### src/rtl/http_request_line_parser_macros.svh
// Assertion macros for the HTTP request line parser.
// Included by the top level; depends on nothing else.
`ifndef HTTP_REQUEST_LINE_PARSER_MACROS_SVH
`define HTTP_REQUEST_LINE_PARSER_MACROS_SVH

// Same-cycle implication.
`define HRLP_ASSERT_IMPLIES(label, clk, rst, ante, cons) \
   label: assert property (@(posedge clk) disable iff (rst) (ante) |-> (cons)) \
      else $error("hrlp: same-cycle check failed");

// Next-cycle implication.
`define HRLP_ASSERT_NEXT(label, clk, rst, ante, cons) \
   label: assert property (@(posedge clk) disable iff (rst) (ante) |=> (cons)) \
      else $error("hrlp: next-cycle check failed");

`endif

### src/rtl/hrlp_pkg.sv
// Shared types, character constants and name tables for the request line parser.
// Used by every module of the block; depends on nothing.
package hrlp_pkg;

   localparam int MAX_LINE_DEFAULT = 8192;
   localparam int FIELD_W          = 13;

   localparam int QUEUE_DEPTH = 2;   // power of two
   localparam int QPTR_W      = $clog2(QUEUE_DEPTH);

   localparam logic [7:0] CH_SPACE = 8'h20;
   localparam logic [7:0] CH_CR    = 8'h0D;

   // Names padded to eight characters; only positions below the length count.
   // Index 0 is OPTIONS, index 7 is CONNECT.
   localparam logic [7:0][63:0] METHOD_NAMES = {
      "CONNECT ", "TRACE   ", "DELETE  ", "PUT     ",
      "POST    ", "HEAD    ", "GET     ", "OPTIONS "
   };
   localparam logic [7:0][3:0] METHOD_LENS = {
      4'd7, 4'd5, 4'd6, 4'd3, 4'd4, 4'd4, 4'd3, 4'd7
   };
   localparam int VERSION_LEN = 8;
   localparam logic [1:0][63:0] VERSION_NAMES = {"HTTP/1.1", "HTTP/1.0"};

   typedef enum logic [2:0] {
      ST_OK             = 3'd0,
      ST_METHOD_LONG    = 3'd1,
      ST_METHOD_UNKNOWN = 3'd2,
      ST_PATH_BAD       = 3'd3,
      ST_VERSION_LONG   = 3'd4,
      ST_VERSION_BAD    = 3'd5
   } status_type;

   typedef enum logic [2:0] {
      PH_METHOD,
      PH_PATH_START,
      PH_PATH,
      PH_VERSION,
      PH_DISCARD
   } phase_type;

   typedef struct packed {
      logic [7:0] data_byte;
      logic       is_last;
      logic       is_space;
      logic       is_cr;
   } word_type;

   typedef struct packed {
      logic full;
      logic empty;
   } queue_status_type;

   typedef struct packed {
      logic pop;
      logic load;
   } back_status_type;

   // Character at position pos of a left-aligned eight-character name.
   function automatic logic [7:0] name_byte(logic [63:0] name, logic [2:0] pos);
      logic [5:0] lsb;
      lsb = {3'd7 - pos, 3'b000};
      return name[lsb +: 8];
   endfunction

endpackage

### src/rtl/hrlp_front.sv
// Input stage: takes request line bytes and tags spaces, carriage returns.
// Depends on hrlp_pkg.
module hrlp_front
   import hrlp_pkg::*;
(
   input  logic       clock,
   input  logic       reset,
   input  logic       req_valid,
   output logic       req_ready,
   input  logic [7:0] req_data_byte,
   input  logic       req_is_last,
   output logic       word_valid,
   output word_type   word,
   input  logic       word_ready
);

   logic     valid_ff, valid_in;
   word_type word_ff, word_in;
   logic     accept;

   assign req_ready = !valid_ff || word_ready;
   assign accept    = req_valid && req_ready;

   always_comb begin
      word_in.data_byte = req_data_byte;
      word_in.is_last   = req_is_last;
      word_in.is_space  = (req_data_byte == CH_SPACE);
      word_in.is_cr     = (req_data_byte == CH_CR);
      if (accept) begin
         valid_in = 1'b1;
      end else if (word_ready) begin
         valid_in = 1'b0;
      end else begin
         valid_in = valid_ff;
      end
   end

   always_ff @(posedge clock) begin
      if (reset) begin
         valid_ff <= 1'b0;
      end else begin
         valid_ff <= valid_in;
      end
      if (accept) begin
         word_ff <= word_in;
      end
   end

   assign word_valid = valid_ff;
   assign word       = word_ff;

endmodule

### src/rtl/hrlp_queue.sv
// Short FIFO between the classifying front and the parsing back end.
// Depends on hrlp_pkg.
module hrlp_queue
   import hrlp_pkg::*;
(
   input  logic             clock,
   input  logic             reset,
   input  logic             in_valid,
   output logic             in_ready,
   input  word_type         in_word,
   output logic             out_valid,
   output word_type         out_word,
   input  logic             pop,
   output queue_status_type status
);

   word_type             entries_ff [QUEUE_DEPTH];
   logic [QPTR_W-1:0]    wr_ptr_ff, wr_ptr_in;
   logic [QPTR_W-1:0]    rd_ptr_ff, rd_ptr_in;
   logic [QPTR_W:0]      count_ff, count_in;
   logic                 push;

   assign status.full  = (count_ff == (QPTR_W + 1)'(QUEUE_DEPTH));
   assign status.empty = (count_ff == '0);
   assign in_ready     = !status.full;
   assign push         = in_valid && in_ready;
   assign out_valid    = !status.empty;
   assign out_word     = entries_ff[rd_ptr_ff];

   always_comb begin
      wr_ptr_in = push ? wr_ptr_ff + 1'b1 : wr_ptr_ff;
      rd_ptr_in = pop ? rd_ptr_ff + 1'b1 : rd_ptr_ff;
      count_in  = count_ff + (QPTR_W + 1)'(push) - (QPTR_W + 1)'(pop);
   end

   always_ff @(posedge clock) begin
      if (reset) begin
         wr_ptr_ff <= '0;
         rd_ptr_ff <= '0;
         count_ff  <= '0;
      end else begin
         wr_ptr_ff <= wr_ptr_in;
         rd_ptr_ff <= rd_ptr_in;
         count_ff  <= count_in;
      end
      if (push) begin
         entries_ff[wr_ptr_ff] <= in_word;
      end
   end

endmodule

### src/rtl/hrlp_back.sv
// Parser back end: phase machine, name matchers, counters and result register.
// Depends on hrlp_pkg.
module hrlp_back
   import hrlp_pkg::*;
#(
   parameter int MAX_LINE = MAX_LINE_DEFAULT
)
(
   input  logic                clock,
   input  logic                reset,
   input  logic                word_valid,
   input  word_type            word,
   output back_status_type     status,
   output logic                rsp_valid,
   input  logic                rsp_ready,
   output logic [2:0]          rsp_status,
   output logic [2:0]          rsp_method_code,
   output logic                rsp_method_known,
   output logic                rsp_path_found,
   output logic [FIELD_W-1:0]  rsp_path_offset,
   output logic [FIELD_W-1:0]  rsp_path_length
);

   localparam int               LINE_W   = $clog2(MAX_LINE);
   localparam logic [LINE_W-1:0] LINE_MAX = LINE_W'(MAX_LINE - 1);

   phase_type         phase_ff, phase_in;
   logic [3:0]        token_count_ff, token_count_in;
   logic [7:0]        method_alive_ff, method_alive_in;
   logic [1:0]        version_alive_ff, version_alive_in;
   logic [LINE_W-1:0] byte_offset_ff, byte_offset_in;
   logic [LINE_W-1:0] path_begin_ff, path_begin_in;
   logic [LINE_W-1:0] path_count_ff, path_count_in;
   logic [2:0]        decoded_ff, decoded_in;
   logic              method_valid_ff, method_valid_in;
   logic              path_seen_ff, path_seen_in;

   logic               rsp_valid_ff, rsp_valid_in;
   status_type         rsp_status_ff, verdict;
   logic [2:0]         rsp_method_ff;
   logic               rsp_known_ff, rsp_found_ff;
   logic [FIELD_W-1:0] rsp_offset_ff, rsp_length_ff;

   logic pop, verdict_hit, matched, result, restart;

   function automatic logic [LINE_W-1:0] sat_inc(logic [LINE_W-1:0] v);
      return (v < LINE_MAX) ? v + LINE_W'(1) : LINE_MAX;
   endfunction

   assign pop     = word_valid && (!rsp_valid_ff || rsp_ready);
   assign result  = pop && (phase_ff != PH_DISCARD) && (verdict_hit || word.is_last);
   assign restart = pop && word.is_last;

   // Datapath and verdict for the word at the queue head.
   always_comb begin
      token_count_in   = token_count_ff;
      method_alive_in  = method_alive_ff;
      version_alive_in = version_alive_ff;
      path_begin_in    = path_begin_ff;
      path_count_in    = path_count_ff;
      decoded_in       = decoded_ff;
      method_valid_in  = method_valid_ff;
      path_seen_in     = path_seen_ff;
      byte_offset_in   = sat_inc(byte_offset_ff);
      verdict_hit      = 1'b0;
      verdict          = ST_OK;
      matched          = 1'b0;
      unique case (phase_ff)
         PH_METHOD: begin
            if (!word.is_space) begin
               for (int m = 0; m < 8; m++) begin
                  method_alive_in[m] = method_alive_ff[m]
                     && (token_count_ff[2:0] < METHOD_LENS[m][2:0])
                     && (name_byte(METHOD_NAMES[m], token_count_ff[2:0]) == word.data_byte);
               end
               token_count_in = token_count_ff + 4'd1;
               if (token_count_in > 4'd7) begin
                  verdict_hit = 1'b1;
                  verdict     = ST_METHOD_LONG;
               end
            end else begin
               verdict_hit = 1'b1;
               verdict     = ST_METHOD_UNKNOWN;
               // Lowest code wins; the names differ, so at most one matches.
               for (int m = 7; m >= 0; m--) begin
                  if (method_alive_ff[m] && (METHOD_LENS[m] == token_count_ff)) begin
                     decoded_in      = 3'(m);
                     method_valid_in = 1'b1;
                     matched         = 1'b1;
                     verdict_hit     = 1'b0;
                  end
               end
            end
         end
         PH_PATH_START: begin
            if (word.is_space || word.is_cr) begin
               verdict_hit = 1'b1;
               verdict     = ST_PATH_BAD;
            end else begin
               path_begin_in = byte_offset_ff;
               path_count_in = LINE_W'(1);
               path_seen_in  = 1'b1;
            end
         end
         PH_PATH: begin
            if (word.is_space) begin
               token_count_in   = 4'd0;
               version_alive_in = 2'b11;
            end else begin
               path_count_in = sat_inc(path_count_ff);
            end
         end
         PH_VERSION: begin
            if (!word.is_cr) begin
               for (int k = 0; k < 2; k++) begin
                  version_alive_in[k] = version_alive_ff[k] && !token_count_ff[3]
                     && (name_byte(VERSION_NAMES[k], token_count_ff[2:0]) == word.data_byte);
               end
               token_count_in = token_count_ff + 4'd1;
               if (token_count_in > 4'(VERSION_LEN)) begin
                  verdict_hit = 1'b1;
                  verdict     = ST_VERSION_LONG;
               end
            end else begin
               verdict_hit = 1'b1;
               verdict = ((token_count_ff == 4'(VERSION_LEN)) && (|version_alive_ff))
                  ? ST_OK : ST_VERSION_BAD;
            end
         end
         PH_DISCARD: begin
            byte_offset_in = byte_offset_ff;
         end
         default: begin
            byte_offset_in = byte_offset_ff;
         end
      endcase
   end

   // Next phase.
   always_comb begin
      phase_in = phase_ff;
      if (pop) begin
         priority if (word.is_last) begin
            phase_in = PH_METHOD;
         end else if (phase_ff == PH_DISCARD) begin
            phase_in = PH_DISCARD;
         end else if (verdict_hit) begin
            phase_in = PH_DISCARD;
         end else begin
            unique case (phase_ff)
               PH_METHOD:     phase_in = matched ? PH_PATH_START : PH_METHOD;
               PH_PATH_START: phase_in = PH_PATH;
               PH_PATH:       phase_in = word.is_space ? PH_VERSION : PH_PATH;
               PH_VERSION:    phase_in = PH_VERSION;
               default:       phase_in = PH_METHOD;
            endcase
         end
      end
   end

   always_comb begin
      if (result) begin
         rsp_valid_in = 1'b1;
      end else if (rsp_ready) begin
         rsp_valid_in = 1'b0;
      end else begin
         rsp_valid_in = rsp_valid_ff;
      end
   end

   always_ff @(posedge clock) begin
      if (reset || restart) begin
         token_count_ff   <= '0;
         method_alive_ff  <= '1;
         version_alive_ff <= '1;
         byte_offset_ff   <= '0;
         path_begin_ff    <= '0;
         path_count_ff    <= '0;
         decoded_ff       <= '0;
         method_valid_ff  <= 1'b0;
         path_seen_ff     <= 1'b0;
      end else if (pop) begin
         token_count_ff   <= token_count_in;
         method_alive_ff  <= method_alive_in;
         version_alive_ff <= version_alive_in;
         byte_offset_ff   <= byte_offset_in;
         path_begin_ff    <= path_begin_in;
         path_count_ff    <= path_count_in;
         decoded_ff       <= decoded_in;
         method_valid_ff  <= method_valid_in;
         path_seen_ff     <= path_seen_in;
      end
      if (reset) begin
         phase_ff     <= PH_METHOD;
         rsp_valid_ff <= 1'b0;
      end else begin
         phase_ff     <= phase_in;
         rsp_valid_ff <= rsp_valid_in;
      end
      if (result) begin
         rsp_status_ff <= verdict_hit ? verdict : ST_OK;
         rsp_method_ff <= method_valid_in ? decoded_in : 3'd0;
         rsp_known_ff  <= method_valid_in;
         rsp_found_ff  <= path_seen_in;
         rsp_offset_ff <= path_seen_in ? FIELD_W'(path_begin_in) : '0;
         rsp_length_ff <= path_seen_in ? FIELD_W'(path_count_in) : '0;
      end
   end

   assign status.pop  = pop;
   assign status.load = result;

   assign rsp_valid        = rsp_valid_ff;
   assign rsp_status       = rsp_status_ff;
   assign rsp_method_code  = rsp_method_ff;
   assign rsp_method_known = rsp_known_ff;
   assign rsp_path_found   = rsp_found_ff;
   assign rsp_path_offset  = rsp_offset_ff;
   assign rsp_path_length  = rsp_length_ff;

endmodule

### src/rtl/http_request_line_parser.sv
// Top level of the HTTP request line parser: front stage, queue, parser back end.
// Depends on hrlp_pkg, hrlp_front, hrlp_queue, hrlp_back and the macro header.
//
//   channel  | direction | handshake           | word
//   ---------+-----------+---------------------+---------------------------------------
//   req_     | in        | req_valid/req_ready | data_byte, is_last
//   rsp_     | out       | rsp_valid/rsp_ready | status, method_code, method_known,
//            |           |                     | path_found, path_offset, path_length
//
// One byte per cycle is taken and parsed unless the rsp_ side stalls; the phase machine
// in the back end settles each byte in one update, so the rate is set by that update.
// A result is registered in the back end after its byte passes the front and the queue.
// Reset is synchronous and clears the phase, counters and all valid flags.
// A stalled rsp_ side holds the back end; the two-entry queue and the front
// register keep taking bytes until they fill, so each side stalls on its own.
`include "http_request_line_parser_macros.svh"

module http_request_line_parser
   import hrlp_pkg::*;
#(
   parameter int MAX_LINE = MAX_LINE_DEFAULT
)
(
   input  logic               clock,
   input  logic               reset,
   input  logic               req_valid,
   output logic               req_ready,
   input  logic [7:0]         req_data_byte,
   input  logic               req_is_last,
   output logic               rsp_valid,
   input  logic               rsp_ready,
   output logic [2:0]         rsp_status,
   output logic [2:0]         rsp_method_code,
   output logic               rsp_method_known,
   output logic               rsp_path_found,
   output logic [FIELD_W-1:0] rsp_path_offset,
   output logic [FIELD_W-1:0] rsp_path_length
);

   logic             front_valid, q_ready, q_valid;
   word_type         front_word, q_word;
   queue_status_type q_status;
   back_status_type  back_status;

   // Classify each byte and register it.
   hrlp_front u_front (
      .clock         (clock),
      .reset         (reset),
      .req_valid     (req_valid),
      .req_ready     (req_ready),
      .req_data_byte (req_data_byte),
      .req_is_last   (req_is_last),
      .word_valid    (front_valid),
      .word          (front_word),
      .word_ready    (q_ready)
   );

   // Decouple the front from the parser.
   hrlp_queue u_queue (
      .clock     (clock),
      .reset     (reset),
      .in_valid  (front_valid),
      .in_ready  (q_ready),
      .in_word   (front_word),
      .out_valid (q_valid),
      .out_word  (q_word),
      .pop       (back_status.pop),
      .status    (q_status)
   );

   // Advance the phase machine and register results.
   hrlp_back #(
      .MAX_LINE (MAX_LINE)
   ) u_back (
      .clock            (clock),
      .reset            (reset),
      .word_valid       (q_valid),
      .word             (q_word),
      .status           (back_status),
      .rsp_valid        (rsp_valid),
      .rsp_ready        (rsp_ready),
      .rsp_status       (rsp_status),
      .rsp_method_code  (rsp_method_code),
      .rsp_method_known (rsp_method_known),
      .rsp_path_found   (rsp_path_found),
      .rsp_path_offset  (rsp_path_offset),
      .rsp_path_length  (rsp_path_length)
   );

   // The back end never drains an empty queue.
   `HRLP_ASSERT_IMPLIES(a_no_pop_when_empty, clock, reset, back_status.pop, !q_status.empty)
   // A result is only ever made from a byte taken off the queue.
   `HRLP_ASSERT_IMPLIES(a_load_needs_pop, clock, reset, back_status.load, back_status.pop)
   // An accepted byte lands in the front register.
   `HRLP_ASSERT_NEXT(a_accept_fills_front, clock, reset, req_valid && req_ready, front_valid)
   // Reset drops any pending result.
   `HRLP_ASSERT_NEXT(a_reset_clears_rsp, clock, 1'b0, reset, !rsp_valid)

endmodule

### config.mk
export PLATFORM = sky130hd
export DESIGN_NAME = http_request_line_parser
export DESIGN_NICKNAME = d
export VERILOG_FILES = /design/src/rtl/hrlp_pkg.sv /design/src/rtl/hrlp_front.sv /design/src/rtl/hrlp_queue.sv /design/src/rtl/hrlp_back.sv /design/src/rtl/http_request_line_parser.sv
export VERILOG_INCLUDE_DIRS = /design/src /design/src/rtl
export SDC_FILE = /design/constraint.sdc
export NUM_CORES = 1
export LEC_CHECK = 0
export ABC_AREA = 1
export BUFFER_PORTS_ARGS = -buffer_cell sky130_fd_sc_hd__buf_2
export CAP_MARGIN = 25
export CORE_ASPECT_RATIO = 1.5
export CORE_MARGIN = 4
export CORE_UTILIZATION = 61
export CTS_CLUSTER_SIZE = 25
export DETAILED_ROUTE_END_ITERATION = 12
export PLACE_DENSITY = 0.87
export SYNTH_ARGS = -nofsm -noshare
export SYNTH_HDL_FRONTEND = slang
export SYNTH_SLANG_ARGS = --single-unit
export TNS_END_PERCENT = 20
### constraint.sdc
create_clock -name clock -period 3.3 [get_ports clock]
set_input_delay 0.825 -clock clock [delete_from_list [all_inputs] [get_ports clock]]
set_output_delay 0.825 -clock clock [all_outputs]
set_load 0.005 [all_outputs]
; ---- Word-level counts from Yosys, hierarchy flattened
; Memory sizes are Yosys's and may differ from the RTL's. A register that Yosys moved wholly into a read port is not among the register bits.
; Index checks and enable logic that the tools add are counted.
[word_totals]
regBits = 112
mem_bits_rw = 22
inputBits = 13
output_inout_bits = 36
word_cells = 219
memories = 1
[memory_table]
columns = memory, depth, word_bits, rd, rd_ports_with_merged_regs, wr, line
row1 = u_queue.entries_ff, 2, 11, 1, 1, 1, hrlp_queue.sv:17  ; word_type entries_ff [QUEUE_DEPTH];
[op_classes]
addsub = 8
n_lt_le_gt_ge = 9
eq_ne = 28
shifts = 10
mux = 81
bitwise_logic = 1
reduce_logical = 56
[op_table]
columns = op, count
row1 = "64-bit by 7-bit indexed part select with 8-bit output, first input constant", 10
row2 = 8-bit == test, 10
row3 = 13-bit 2-to-1 mux, 6
row4 = 3-bit 2-to-1 mux, 16
row5 = 1-bit 2-to-1 mux, 46
row6 = 1-bit logical AND, 35
row7 = "13-bit by 1-bit adder with 13-bit output, second input constant", 2
row8 = "13-bit < comparator, second input constant", 2
row9 = 13-bit one-hot mux with 2 select lines, 1
row10 = "3-bit by 4-bit == test with 1-bit output, first input constant", 4
row11 = "3-bit < comparator, second input constant", 4
row12 = 4-bit 2-to-1 mux, 3
row13 = 3-bit one-hot mux with 4 select lines, 1
row14 = 4-bit one-hot mux with 3 select lines, 1
row15 = 3-bit one-hot mux with 3 select lines, 1
row16 = "8-bit by 4-bit == test with 1-bit output, second input constant", 1
row17 = "8-bit by 6-bit == test with 1-bit output, second input constant", 1
row18 = 2-bit 2-to-1 mux, 4
row19 = "3-bit by 2-bit == test with 1-bit output, second input constant", 2
row20 = "2-bit inequality test, second input constant", 3
row21 = 1-bit logical NOT, 5
row22 = 1-bit logical OR, 5
row23 = 5-bit AND reduction, 1
row24 = "4-bit by 1-bit adder with 4-bit output, second input constant", 1
row25 = other kinds (26), 28

; ---- Logic depth before layout (Yosys ltp)
[logic_depth]
ltp_word = 17
mapped_depth = 14
ltp_nobuf = 14

; ---- Cells and area by module
; A second synthesis with hierarchy kept.
[hier_totals]
hier_cells = 869
hier_area_um2 = 7146.9
[by_module_without_submodules]
columns = mod, instances, cells_per_inst, area_per_inst_um2, seq_area_each_um2
row1 = hrlp_back, 1, 768, 5635.4, 2262.2
row2 = hrlp_queue, 1, 68, 1072.3, 760.7
row3 = hrlp_front, 1, 33, 439.2, 350.3

; ---- Worst setup path before layout
; OpenSTA, ideal clock, no wires.
[synth_timing]
path_kind = flip-flop to flip-flop
startpoint = register u_back.token_count_ff[0]
endpoint = register u_back.rsp_method_ff[0] (netlist: u_back.rsp_method_code[0]), enable pin
setup_ps = 389
t_arrival_ps = 2389
required_time_ps = 2911
setup_slack_ps = 523
stages_incl_launch_ff = 12
n_path_buf = 0
synth_period_minus_slack_ps = 2777
cell_sequence = dfxtp_1 > inv_1 > ha_1 > nand2_1 > nor2_1 > nand2_1 > nand2_1 > nor2_1 > nand3_1 > nand3_1 > nand3_1 > inv_1
[synth_between]
elab_chain_len = 14
word_cells_on_any_way = 31
classes_between = add/sub: 1 / order compare: 2 / eq/ne: 5 / mux: 13 / reduce/logical: 10
[synth_rtl]
columns = item, line
row1 = start: declaration, hrlp_back.sv:28  ; logic [3:0] token_count_ff, token_count_in;
row2 = start signal: assignment, hrlp_back.sv:183  ; token_count_ff <= token_count_in;
row3 = 3-bit by 4-bit == test with 1-bit output, hrlp_back.sv:86  ; if (method_alive_ff[m] && (METHOD_LENS[m] == token_count_ff)) begin
row4 = 1-bit logical AND, hrlp_back.sv:86
row5 = 1-bit 2-to-1 mux (8 in series), hrlp_back.sv:86
row6 = 1-bit 2-to-1 mux, hrlp_back.sv:70  ; if (!word.is_space) begin
row7 = 1-bit one-hot mux with 3 select lines (*), hrlp_back.sv:68  ; unique case (phase_ff)
row8 = 1-bit logical OR (*), hrlp_back.sv:51  ; assign result = pop && (phase_ff != PH_DISCARD) && (verdict_hit || word.is_last);
row9 = 1-bit logical AND (*), hrlp_back.sv:51
row10 = net u_back.result, hrlp_back.sv:44  ; logic pop, verdict_hit, matched, result, restart;
row11 = end signal: assignment, hrlp_back.sv:202  ; rsp_method_ff <= method_valid_in ? decoded_in : 3'd0;
row12 = end: declaration, hrlp_back.sv:40  ; logic [2:0] rsp_method_ff;
; Mark *: on every way through the listed nets, which the timed path passes. The rest lies on a longest branch.
; A chain may end at the register's enable or synchronous reset.

; ---- Worst setup path after layout
[layout_timing]
startpoint = register u_back.token_count_ff[0]
endpoint = register u_back.rsp_length_ff[9] (netlist: u_back.rsp_path_length[9]), enable pin
[layout_between]
elab_chain_len = 14
word_cells_on_any_way = 31
classes_between = add/sub: 1 / order compare: 2 / eq/ne: 5 / mux: 13 / reduce/logical: 10
[layout_rtl]
columns = item, line
row1 = 3-bit by 4-bit == test with 1-bit output, hrlp_back.sv:86
row2 = 1-bit logical AND, hrlp_back.sv:86
row3 = 1-bit 2-to-1 mux (8 in series), hrlp_back.sv:86
row4 = 1-bit 2-to-1 mux, hrlp_back.sv:70
row5 = 1-bit one-hot mux with 3 select lines (*), hrlp_back.sv:68
row6 = 1-bit logical OR (*), hrlp_back.sv:51
row7 = 1-bit logical AND (*), hrlp_back.sv:51
row8 = net u_back.result, hrlp_back.sv:44
row9 = end signal: assignment, hrlp_back.sv:206  ; rsp_length_ff <= path_seen_in ? FIELD_W'(path_count_in) : '0;
row10 = end: declaration, hrlp_back.sv:42  ; logic [FIELD_W-1:0] rsp_offset_ff, rsp_length_ff;
; Marks and branches as above.

==> parameters.txt <==
Parameter                              Value

Outcome
  Run status ... complete, no violations

Die
  Core Rows ... 48
  Total core area ... 0.0115 mm²
  Height of the chip ... 141 µm
  Number of I/O pins ... 49
  Starting density of the core ... 62.3%
  DIE WIDTH ... 96.4 µm
  Area of the die ... 0.0135 mm²

CTS
  Post-CTS setup buffer count ... 0
  Root buffer selected by CTS ... clkbuf_16
  Clock insertion delay at the later pin of the skew report ... 0.42 ns
  Clock transition at path regs ... 0.06 ns
  Count of clock tree sinks ... 135
  CTS tree ... done
  Post-CTS sizing ... 0
  H-tree levels ... 4
  Maximum clock insertion buffer count ... 2
  Number of buffers created by CTS ... 17
  # hold bufs at CTS ... 0

Global routing
  First-pass GRT wire length ... 28700 µm
  Layer carrying the most global-route usage ... met2
  Met3 GRT Util ... 4.27%
  Overall track demand over capacity in global routing ... 27.2%
  Initial antenna violation count ... 0
  Remaining Overflow, GRT ... 0
  Met1 layer usage reported by global route ... 31.3%
  Via count of the first global-routing pass ... 6163
  Met2 routing resource usage after global routing ... 47.0%
  Maximum number of pins on one net before global-route repair ... 28

Worst setup path
  Delay of the slowest critical-path stage ... 0.50 ns
  Critical Path AT ... 2.92 ns
  Critical path cell sequence ... inv_1 -> ha_1 -> nand2_1 -> nor2_1 -> nand2_1 -> nand2_1 -> nor2_1 -> nand3_1 -> nand3_1 -> nand3_1 -> inv_1 -> buf_4
  Kind of end point of the critical path ... register
  Data required time of the critical path ... 3.39 ns
  Cell family with most CP delay ... simple AND/OR/NAND/NOR gates
  Crit path max-delay cell type ... dfxtp_1
  Maximum fanout along the worst path ... 22
  Buf+Inv Stages, Crit Path ... 3
  Setup crit start kind ... register
  Setup Crit Path Kind ... register to register

Placed design
  Count of buffers from port buffering ... 48
  Gp weighted congestion ... 0.954
  HPWL after detailed placement ... 11900 µm
  Area post-placement ... 0.00748 mm²

Final layout
  Final nets ... 985
  Post-route cell area ... 0.00809 mm²
  Utilization of the core after routing ... 70.5%
  Layout cell share with drive strength beyond 1 ... 12.9%
  Synth-to-Final Area Change ... 13.1%
  Diodes inserted ... 0
  Filler Cell Count ... 852

Timing
  Slew at the pin closest to its max-slew limit ... 0.960 ns
  Setup skew after layout ... 0.0144 ns
  Number of pins exceeding their max-slew limit in the final report ... 0
  Final Hold Viols ... 0
  Top achievable clock speed ... 0.352 GHz
  Max transition margin ... 35.8%
  Post-route setup TNS ... 0 ns
  Ratio of final minimum period to clock period ... 86.0%
  RSZ-0062 raised after global routing ... no
  Shortest clock period the worst path allows after layout ... 2.84 ns
  Final setup viols ... 0

Routing
  Number of nets still failing antenna checks after routing ... 0
  Number of detailed-route iterations in the first pass ... 6
  Post-route DRC ... 0
  Total number of vias ... 6437
  Total detailed-routing wirelength ... 17500 µm
  Average wire length per cell after detail routing ... 15.6 µm
  Routed via count divided by cell count ... 5.74
  Violation count after the first detailed-routing iteration ... 456

Synth
  Synthesized-area fraction occupied by ao, oa, aoi and oai cells ... 12.4%
  Synthesis-stage register bit count ... 135
  FFs w/ async S/R, synth ... 0%
  Dominant combinational cell family by area after synthesis ... simple AND/OR/NAND/NOR gates
  Synthesis Warnings ... 0
  Synthesized Nets ... 936
  Synth cell types ... 44
  Number of synthesized flops with an enable pin ... 67
  Seq/Total Area, Yosys ... 47.2%
  Xor and xnor fraction of the mapped netlist area ... 3.55%
  Avg Inst Size Synth ... 7.86 µm²
  Adder-cell share of the synthesized area ... 2.45%
  Main synth FF type ... dfxtp_1
  Post-synthesis instance area ... 0.00715 mm²
  Synthesized netlist cell count ... 909
  Multiplexer share of the synthesized area ... 0%
  Fraction of the mapped netlist area in simple logic gates ... 25.6%

Job
  Maximum Capacitance Violations ... 0

Hold path
  Type of the most critical hold path ... register to register

Pwr
  Leakage Power ... 3.58 nW
  Cell Pwr Density ... 818 mW/mm²
  Worst ir drop on vdd ... 0.000496 V
[synth_stat cells, types with 9 or more instances]
master | count | area (µm²)
nand2_1 | 228 | 856
dfxtp_1 | 68 | 1360
nand4_1 | 21 | 131
nand2_2 | 11 | 68.8
edfxtp_1 | 67 | 2010
xor2_1 | 22 | 193
inv_1 | 117 | 439
nor2_1 | 76 | 285
buf_2 | 13 | 65.1
ha_1 | 14 | 175
a21oi_1 | 64 | 320
o21ai_0 | 49 | 245
nor3_1 | 13 | 65.1
o211ai_1 | 20 | 150
nand3_1 | 54 | 270
inv_2 | 9 | 33.8
[metal layers]
metal  vias to the layer above  share of wire (%)  wire [µm]
li1                       3114                  -          -
met1                      2972                 37       6510
met2                       287                 52       9170
met3                        64                6.3       1100
met4                         0                4.2        734
met5                         -                  0          0
[registers in the layout (all words and copies together) (netlist names), 8 cells and up, named ones only]
| register | cells |
|---|---|
| u_back.byte_offset_ff | 13 |
| u_back.method_alive_ff | 8 |
| u_back.path_begin_ff | 13 |
| u_back.path_count_ff | 13 |
| u_back.rsp_path_length | 13 |
| u_back.rsp_path_offset | 13 |
| u_front.word | 11 |
| u_queue.entries_ff | 22 |
[worst paths after layout]
path | endpoint | slack (ns) | startpoint | cells after the start
setup / recovery | u_back.rsp_path_length[9] | 0.46 | u_back.token_count_ff[0] | 12
hold / removal | u_queue.entries_ff[1][10] | 0.45 | u_front.word[10] | 0
setup reg to reg | u_back.rsp_path_length[9] | 0.46 | u_back.token_count_ff[0] | 12
hold reg to reg | u_queue.entries_ff[1][10] | 0.45 | u_front.word[10] | 0
[per-stage QoR]
| step | total power (W) | hold slack [ns] | std cells | setup WS [ns] |
|---|---|---|---|---|
| finish | 0.00662 | 0.447 | 1121 | 0.463 |
| global route | 0.00703 | 0.460 | 1121 | 0.213 |
| CTS | 0.00660 | 0.448 | 1121 | 0.531 |
| detailed placement | 0.00469 | 0.434 | 1089 | 0.553 |
| global placement | 0.00464 | 0.422 | 1089 | 0.684 |
| floorplan | 0.00405 | 0.419 | 909 | 0.523 |
[logic make-up (layout without fill, tap and decap cells)]
kind of cell    after synthesis  in the layout
compound gates              157            157
simple gates                422            422
xor+xnor                     29             29
buf+inv                     152            214
fa+ha+maj                    14             14
flops                       135            135
[final cells by class]
type | instances | area, µm² | area share (%)
Tap cell | 150 | 188 | 2.32
Clock inverter | 14 | 151 | 1.87
Clock buffer | 18 | 450 | 5.57
Sequential cell | 135 | 3370 | 41.7
Multi-Input combinational cell | 622 | 3150 | 39.0
Inverter | 126 | 473 | 5.85
Timing Repair Buffer | 56 | 300 | 3.71
[report_power, final]
part	total, W	internal (W)	switching (W)
clock	0.00187	0.00105	0.000815
sequential	0.00248	0.00221	0.000269
combinational	0.00227	0.000747	0.00152
[cell usage in the layout (no fill, tap or decap), types with 4 or more instances in the layout]
cell type / n
edfxtp_1: 67
o21ai_0: 49
nand3_1: 54
inv_6: 5
o22ai_1: 4
ha_1: 14
o211ai_1: 20
xor2_1: 22
nand4_1: 21
xnor2_1: 7
inv_1: 117
inv_2: 9
nand2_2: 11
a21oi_1: 64
o21ai_1: 4
nand2_1: 228
clkbuf_16: 18
a31oi_1: 5
nor3_1: 13
nor2_1: 76
buf_4: 8
buf_2: 48
dfxtp_1: 68
nor2_2: 5
(Power assumes the default switching activity.)
